[src/hdl/clip_peak_normalizer_core_assert.svh]
// Assertion macros for the clip peak normalizer RTL.
`ifndef CLIP_PEAK_NORMALIZER_CORE_ASSERT_SVH
`define CLIP_PEAK_NORMALIZER_CORE_ASSERT_SVH

// Same-cycle implication, checked only outside reset.
`define CLPN_ASSERT_SAME(lbl, ante, cons) \
  lbl: assert property (@(posedge clk_i) disable iff (!rst_ni) (ante) |-> (cons)) \
    else $error("clpn: same-cycle check failed");

// Next-cycle implication, checked only outside reset.
`define CLPN_ASSERT_NEXT(lbl, ante, cons) \
  lbl: assert property (@(posedge clk_i) disable iff (!rst_ni) (ante) |=> (cons)) \
    else $error("clpn: next-cycle check failed");

`endif

[src/hdl/clpn_pkg.sv]
// Types, constants and codes shared by the clip peak normalizer modules.
package clpn_pkg;

  // Clip store geometry.
  localparam int unsigned CLIP_DEPTH = 16384;
  localparam int unsigned ADDR_W     = $clog2(CLIP_DEPTH);
  localparam int unsigned CNT_W      = $clog2(CLIP_DEPTH + 1);

  // Field and datapath widths.
  localparam int unsigned SAMPLE_W   = 16;
  localparam int unsigned PEAK_W     = 16;
  localparam int unsigned TARGET_W   = 15;
  localparam int unsigned MINP_W     = 15;
  localparam int unsigned GAIN_W     = 22;
  localparam int unsigned FRAC_W     = 16;
  localparam int unsigned QUO_W      = TARGET_W + FRAC_W;
  localparam int unsigned PROD_W     = PEAK_W + GAIN_W;
  localparam int unsigned RND_W      = PROD_W - FRAC_W + 1;
  localparam int unsigned DIV_STEPS  = QUO_W;
  localparam int unsigned STEP_W     = $clog2(DIV_STEPS);
  localparam int unsigned CFG_IDX_W  = 2;
  localparam int unsigned CFG_DATA_W = GAIN_W;

  // Fixed values.
  localparam logic [GAIN_W-1:0]   UNITY_Q16  = GAIN_W'(65536);
  localparam logic [TARGET_W-1:0] TARGET_RST = TARGET_W'(29490);
  localparam logic [MINP_W-1:0]   MINP_RST   = MINP_W'(16);
  localparam logic [GAIN_W-1:0]   MAXG_RST   = GAIN_W'(2097152);
  localparam logic [FRAC_W-1:0]   HALF_LSB   = FRAC_W'(32768);
  localparam logic [RND_W-1:0]    POS_LIMIT  = RND_W'(32767);
  localparam logic [RND_W-1:0]    NEG_LIMIT  = RND_W'(32768);

  // Operation carried by an input transfer.
  typedef enum logic [0:0] {
    OP_PUSH = 1'b0,
    OP_PULL = 1'b1
  } opcode_e;

  // Status reported with each result.
  typedef enum logic [1:0] {
    STAT_OK    = 2'd0,
    STAT_EMPTY = 2'd1,
    STAT_FULL  = 2'd2
  } status_e;

  // Configuration register indexes.
  typedef enum logic [CFG_IDX_W-1:0] {
    CFG_TARGET = 2'd0,
    CFG_MINP   = 2'd1,
    CFG_MAXG   = 2'd2
  } cfg_idx_e;

  // Input item.
  typedef struct packed {
    opcode_e                    opcode;
    logic signed [SAMPLE_W-1:0] sample_in;
  } in_t;

  // Result item.
  typedef struct packed {
    logic signed [SAMPLE_W-1:0] sample_out;
    logic                       last_sample;
    status_e                    status;
  } out_t;

  // Commands from the controller to the datapath.
  typedef struct packed {
    logic    push;
    logic    div_start;
    logic    div_step;
    logic    gain_div;
    logic    gain_unity;
    logic    mul;
    logic    emit_sample;
    logic    emit_status;
    status_e emit_code;
  } cmd_t;

  // Status from the datapath to the controller.
  typedef struct packed {
    logic full;
    logic empty;
    logic gain_ready;
    logic peak_gt_min;
    logic out_free;
  } stat_t;

endpackage

[src/hdl/clpn_ctrl.sv]
// Controller: sequences pushes, the gain division, scaling and result loads.
module clpn_ctrl import clpn_pkg::*; (
  input  logic    clk_i,
  input  logic    rst_ni,
  input  logic    in_valid_i,
  input  opcode_e opcode_i,
  input  stat_t   stat_i,
  output logic    in_ready_o,
  output cmd_t    cmd_o
);

  typedef enum logic [5:0] {
    S_IDLE = 6'b000001,
    S_DIV  = 6'b000010,
    S_GAIN = 6'b000100,
    S_MUL  = 6'b001000,
    S_RND  = 6'b010000,
    S_EMIT = 6'b100000
  } state_e;

  state_e            state_q, state_d;
  logic [STEP_W-1:0] step_q, step_d;
  status_e           code_q, code_d;

  // Next state and command decode.
  always_comb begin
    state_d    = state_q;
    step_d     = step_q;
    code_d     = code_q;
    cmd_o      = '0;
    in_ready_o = 1'b0;
    case (state_q)
      S_IDLE: begin
        in_ready_o = 1'b1;
        if (in_valid_i) begin
          if (opcode_i == OP_PUSH) begin
            if (stat_i.full) begin
              code_d  = STAT_FULL;
              state_d = S_EMIT;
            end else begin
              cmd_o.push = 1'b1;
            end
          end else if (stat_i.empty) begin
            code_d  = STAT_EMPTY;
            state_d = S_EMIT;
          end else if (stat_i.gain_ready) begin
            state_d = S_MUL;
          end else if (stat_i.peak_gt_min) begin
            cmd_o.div_start = 1'b1;
            step_d          = '0;
            state_d         = S_DIV;
          end else begin
            cmd_o.gain_unity = 1'b1;
            state_d          = S_MUL;
          end
        end
      end
      S_DIV: begin
        cmd_o.div_step = 1'b1;
        step_d         = step_q + STEP_W'(1);
        if (step_q == STEP_W'(DIV_STEPS - 1)) begin
          state_d = S_GAIN;
        end
      end
      S_GAIN: begin
        cmd_o.gain_div = 1'b1;
        state_d        = S_MUL;
      end
      S_MUL: begin
        cmd_o.mul = 1'b1;
        state_d   = S_RND;
      end
      S_RND: begin
        if (stat_i.out_free) begin
          cmd_o.emit_sample = 1'b1;
          state_d           = S_IDLE;
        end
      end
      S_EMIT: begin
        cmd_o.emit_code = code_q;
        if (stat_i.out_free) begin
          cmd_o.emit_status = 1'b1;
          state_d           = S_IDLE;
        end
      end
      default: begin
        state_d = S_IDLE;
      end
    endcase
  end

  always_ff @(posedge clk_i or negedge rst_ni) begin
    if (!rst_ni) begin
      state_q <= S_IDLE;
      step_q  <= '0;
      code_q  <= STAT_OK;
    end else begin
      state_q <= state_d;
      step_q  <= step_d;
      code_q  <= code_d;
    end
  end

endmodule

[config.mk]
export PLATFORM = sky130hd
export DESIGN_NAME = clpn_ctrl
export DESIGN_NICKNAME = d
export VERILOG_FILES = /design/src/hdl/clip_peak_normalizer_core_assert.svh /design/src/hdl/clpn_pkg.sv /design/src/hdl/clpn_ctrl.sv
export SDC_FILE = /design/constraint.sdc
export NUM_CORES = 1
export LEC_CHECK = 0
export ABC_CLOCK_PERIOD_IN_PS = 3600
export CAP_MARGIN = 20
export CORE_MARGIN = 3
export CORE_UTILIZATION = 60
export DETAILED_ROUTE_END_ITERATION = 16
export DONT_BUFFER_PORTS = 1
export PLACE_DENSITY = 0.76
export SYNTH_ARGS = -nofsm -noshare
export SYNTH_HDL_FRONTEND = slang
export SYNTH_SLANG_ARGS = --single-unit
[constraint.sdc]
create_clock -name clk_i -period 3.6 [get_ports clk_i]
set_input_delay 0.54 -clock clk_i [delete_from_list [all_inputs] [get_ports clk_i]]
set_output_delay 0.54 -clock clk_i [all_outputs]
set_load 0.02 [all_outputs]
[Word-level counts from Yosys, hierarchy flattened]
Index checks and enable logic that the tools add are counted.
Cells by class
  add/subtract/negate cells: 1
  reductions and logical operators: 6
  mux-type cells: 39
  equal/unequal tests: 16
Operators with widths (number)
  6-bit two-way mux: 7
  6-bit one-hot mux with 5 select lines: 1
  5-bit two-way mux: 5
  1-bit two-way mux: 18
  2-bit != test, second input constant: 6
  2-bit two-way mux: 5
  5-bit one-hot mux with 2 select lines: 1
  4-bit AND reduction: 2
  6-bit by 1-bit == test with 1-bit output, second input constant: 1
  6-bit by 2-bit == test with 1-bit output, second input constant: 1
  6-bit by 3-bit == test with 1-bit output, second input constant: 1
  6-bit by 4-bit == test with 1-bit output, second input constant: 1
  6-bit by 5-bit == test with 1-bit output, second input constant: 1
  6-bit == test, second input constant: 1
  6-bit AND reduction: 1
  5-bit by 1-bit adder with 5-bit output, second input constant: 1
  5-bit == test, second input constant: 1
  4-bit two-way mux: 1
  2-bit by 1-bit != test with 1-bit output, second input constant: 2
  2-bit nonzero test: 2
  3-bit two-way mux: 1
  3-bit != test, second input constant: 1
  2-bit OR reduction: 1
Word-level totals
  word-level logic and storage cells: 65
  output and inout port bits: 11
  register bits: 13

[Logic depth before layout (Yosys ltp)]
  word-level depth: 6
  gate-level depth with buffers: 6
  mapped depth without buffers: 6

[Worst setup path before layout]
OpenSTA, ideal clock, no wires.
  path kind: flip-flop to output port
  from: reg state_q[2]
  to: out cmd_o[5] (netlist name)
  arrival time: 1.680 ns
  stages on the path, launching flop included: 4
  slack: 1.380 ns
  cells stage by stage: dfrtp_1 nor4_4 nand3_1 nor4_1
RTL lines
  start: declaration: RTL line clpn_ctrl.sv:21  | state_e state_q, state_d;
  start signal: assignment: RTL line clpn_ctrl.sv:98  | state_q <= state_d;
  end: declaration: RTL line clpn_ctrl.sv:9  | output cmd_t cmd_o

==> metrics <==
initial antenna violation count=0; clk sinks=13; DRT Pass-1 Iters=4; Syn Area/Cell=between 9 and 10 sq um; Max Slew Vio Count=0; Worst setup EP type=output pin; chip height=43.0 um; later-pin clock latency in the skew report=0.28 ns; fmax=~370 MHz; H-tree depth=1; crit path DAT=2.14 ns; first-pass GRT wire length=2970 um; met2 Use GR=32.6%; Cell variety after synth=35; Post-Syn Area=821 sq um; routed vias/inst=approximately 6.2; Worst Tran Pin Value=0.877 ns; Port Buf Inserts=0; FP Rows=12; Setup Fix Bufs, Post-CTS=0; Most Used Layer, Global Route=met2; I/O pin cnt=20; final worst-path cycle share=between 70% and 80%; DIE AREA=1850 sq um; setup violators final=0; Final Skew=0.00721 ns; power per cell area=614 nW/um^2; fin nets=106; dpl hpwl=1290 um; root buf cell=clkbuf_4; Yosys warnings=0; Max Buffers Root-to-Sink=2; Final GP Congestion=just under 0.8; synthesized flop and latch total=13; fraction of layout cells with a size suffix above 1=10.6%; grt met1 use=27.5%; commonest non-fill, non-tap cell in the layout=dfrtp_1; final hold vios=0; Seq/Total Area, Yosys=39.8%; All-Layer GR Usage=a little over a fifth; grt ovf=0; Synth Instances=90; Initial Utilization=a little under 70%; TNS Setup=0 ns; Critical Path Fanout Max=7; post-route ant nets=0; Setup CP Type=flip-flop to output pin; net count after synthesis=a little over 100; met3 usage=4.24%; DIE WIDTH=43.0 um; element type at the critical path start=flip-flop; vias in the first global route=705; largest net degree at the start of global routing=13; core area=~1200 sq um; via count=just under 700; commonest non-fill, non-tap cells in the layout=dfrtp_1 (12), nor2_1 (8), inv_1 (6), nand3_1 (6), nand2_1 (5); Tmin final=2.68 ns; Filler cells=104; Clock transition at path regs=0.07 ns; Max rail drop VDD=0.367 mV; max cap viols=0; Area Overhead vs Synth=5.64%; worst path required time=3.06 ns; status=completed; class of the worst hold path=input port to asynchronous set/reset pin; CTS tree=built; detailed-route wire length=1700 um; DRC Markers=0; Lkg Pwr=around 0.4 nW; diode count=0; Num CTS Buffers=3; hold slack final=0.101 ns; RSZ-0062 raised after global routing=no; Avg WL per Cell=15.7 um; Initial DRC Count=23; Slew headroom=41.0%
==> cell usage after synthesis <==
cell	count	area, sq um
mux2i_1	1	10.0
o21ai_0	2	10.0
nor4_1	1	6.26
or4_4	1	11.3
o22ai_1	1	6.26
a31oi_1	2	12.5
o211ai_1	1	7.51
o311ai_0	1	8.76
dfrtp_1	12	300
nor3_1	3	15.0
or2_4	1	8.76
nand2b_1	3	18.8
and2_1	4	25.0
nor3b_1	2	15.0
a211o_1	1	8.76
a22o_1	3	26.3
nor4_4	1	21.3
inv_1	6	22.5
dfstp_2	1	26.3
nand4_1	2	12.5
a221oi_2	1	15.0
and3_1	1	6.26
o2bb2ai_1	1	8.76
nand2_1	5	18.8
o21ai_1	3	15.0
a21o_1	2	15.0
xnor2_1	3	26.3
inv_2	1	3.75
a21oi_1	2	10.0
ha_1	2	25.0
nor2b_1	4	25.0
nand3_1	6	30.0
buf_4	1	7.51
nor2_1	8	30.0
mux2_2	1	11.3
==> state kept, by name, indices dropped and copies added (netlist names) <==
signal and cells:
step_q 5, state_q 6, code_q 2
==> kinds of logic (layout without fill, tap and decap cells) <==
logic type | after synthesis | in the layout | share of synthesized area, %
adder cells (fa/ha/maj) | 2 | 2 | 3.05
flip-flops | 13 | 13 | 39.8
multiplexers | 2 | 2 | 2.59
buffers and inverters | 8 | 12 | 4.12
AO/OA/AOI/OAI | 20 | 20 | 17.5
XOR/XNOR | 3 | 3 | 3.20
AND/OR/NAND/NOR | 42 | 42 | 29.7
==> stage by stage <==
stage               cells  area [sq um]  setup WS, ns  total power, mW  utilization (%)
CTS                   108           867         0.908            0.533             73.1
floorplan              90           821          1.38            0.398                -
detailed placement    103           831          1.20            0.437             70.0
global route          108           867         0.766            0.569             73.1
global placement      103           831          1.25            0.429             70.0
finish                108           867         0.922            0.532             73.1
==> layer usage <==
layer  wire length [um]  vias up  share of wire, %
met5                  0        -                 0
met4                 46        0               2.7
met3                132        7               7.8
met2                727       31                43
met1                791      300                47
li1                   -      336                 -
==> final timing paths <==
path	from	endpoint	slack (ns)	depth (start not counted)
max	state_q[2]	cmd_o[5]	0.92	3
min reg2reg	code_q[0]	code_q[0]	0.52	1
max in group asynchronous	rst_ni	code_q[1]	2.54	1
max reg2reg	state_q[2]	state_q[1]	1.64	4
min	rst_ni	state_q[0]	0.10	0
min in group clk_i	opcode_i	code_q[1]	0.35	1
==> where the power goes <==
part	switching, mW	internal (mW)
clock network	0.0477	0.0430
registers	0.0427	0.184
logic	0.123	0.0924
total	0.213	0.319
==> timing repair <==
action / in CTS / in global routing
hold buffers: 1 / 0
hold endpoints to repair: 12 / 0
resized for setup: 0 / 0
setup endpoints to repair: 0 / 0
==> layout make-up <==
type,count,area (sq um),area share [%]
Tap cell,14,17.5,2.02
Multi-Input combinational cell,69,460,53.1
Clock buffer,4,26.3,3.03
Sequential cell,13,327,37.7
Inverter,7,26.3,3.03
Timing Repair Buffer,1,10.0,1.15
==> worst max-delay path, cell delays in order, from the launching register on <==
cell and delay [ns]:
dfrtp_1 0.46, nor4_4 0.41, nand3_1 0.23, nor4_1 0.76
No activity file was read; power rests on OpenSTA's default activity.
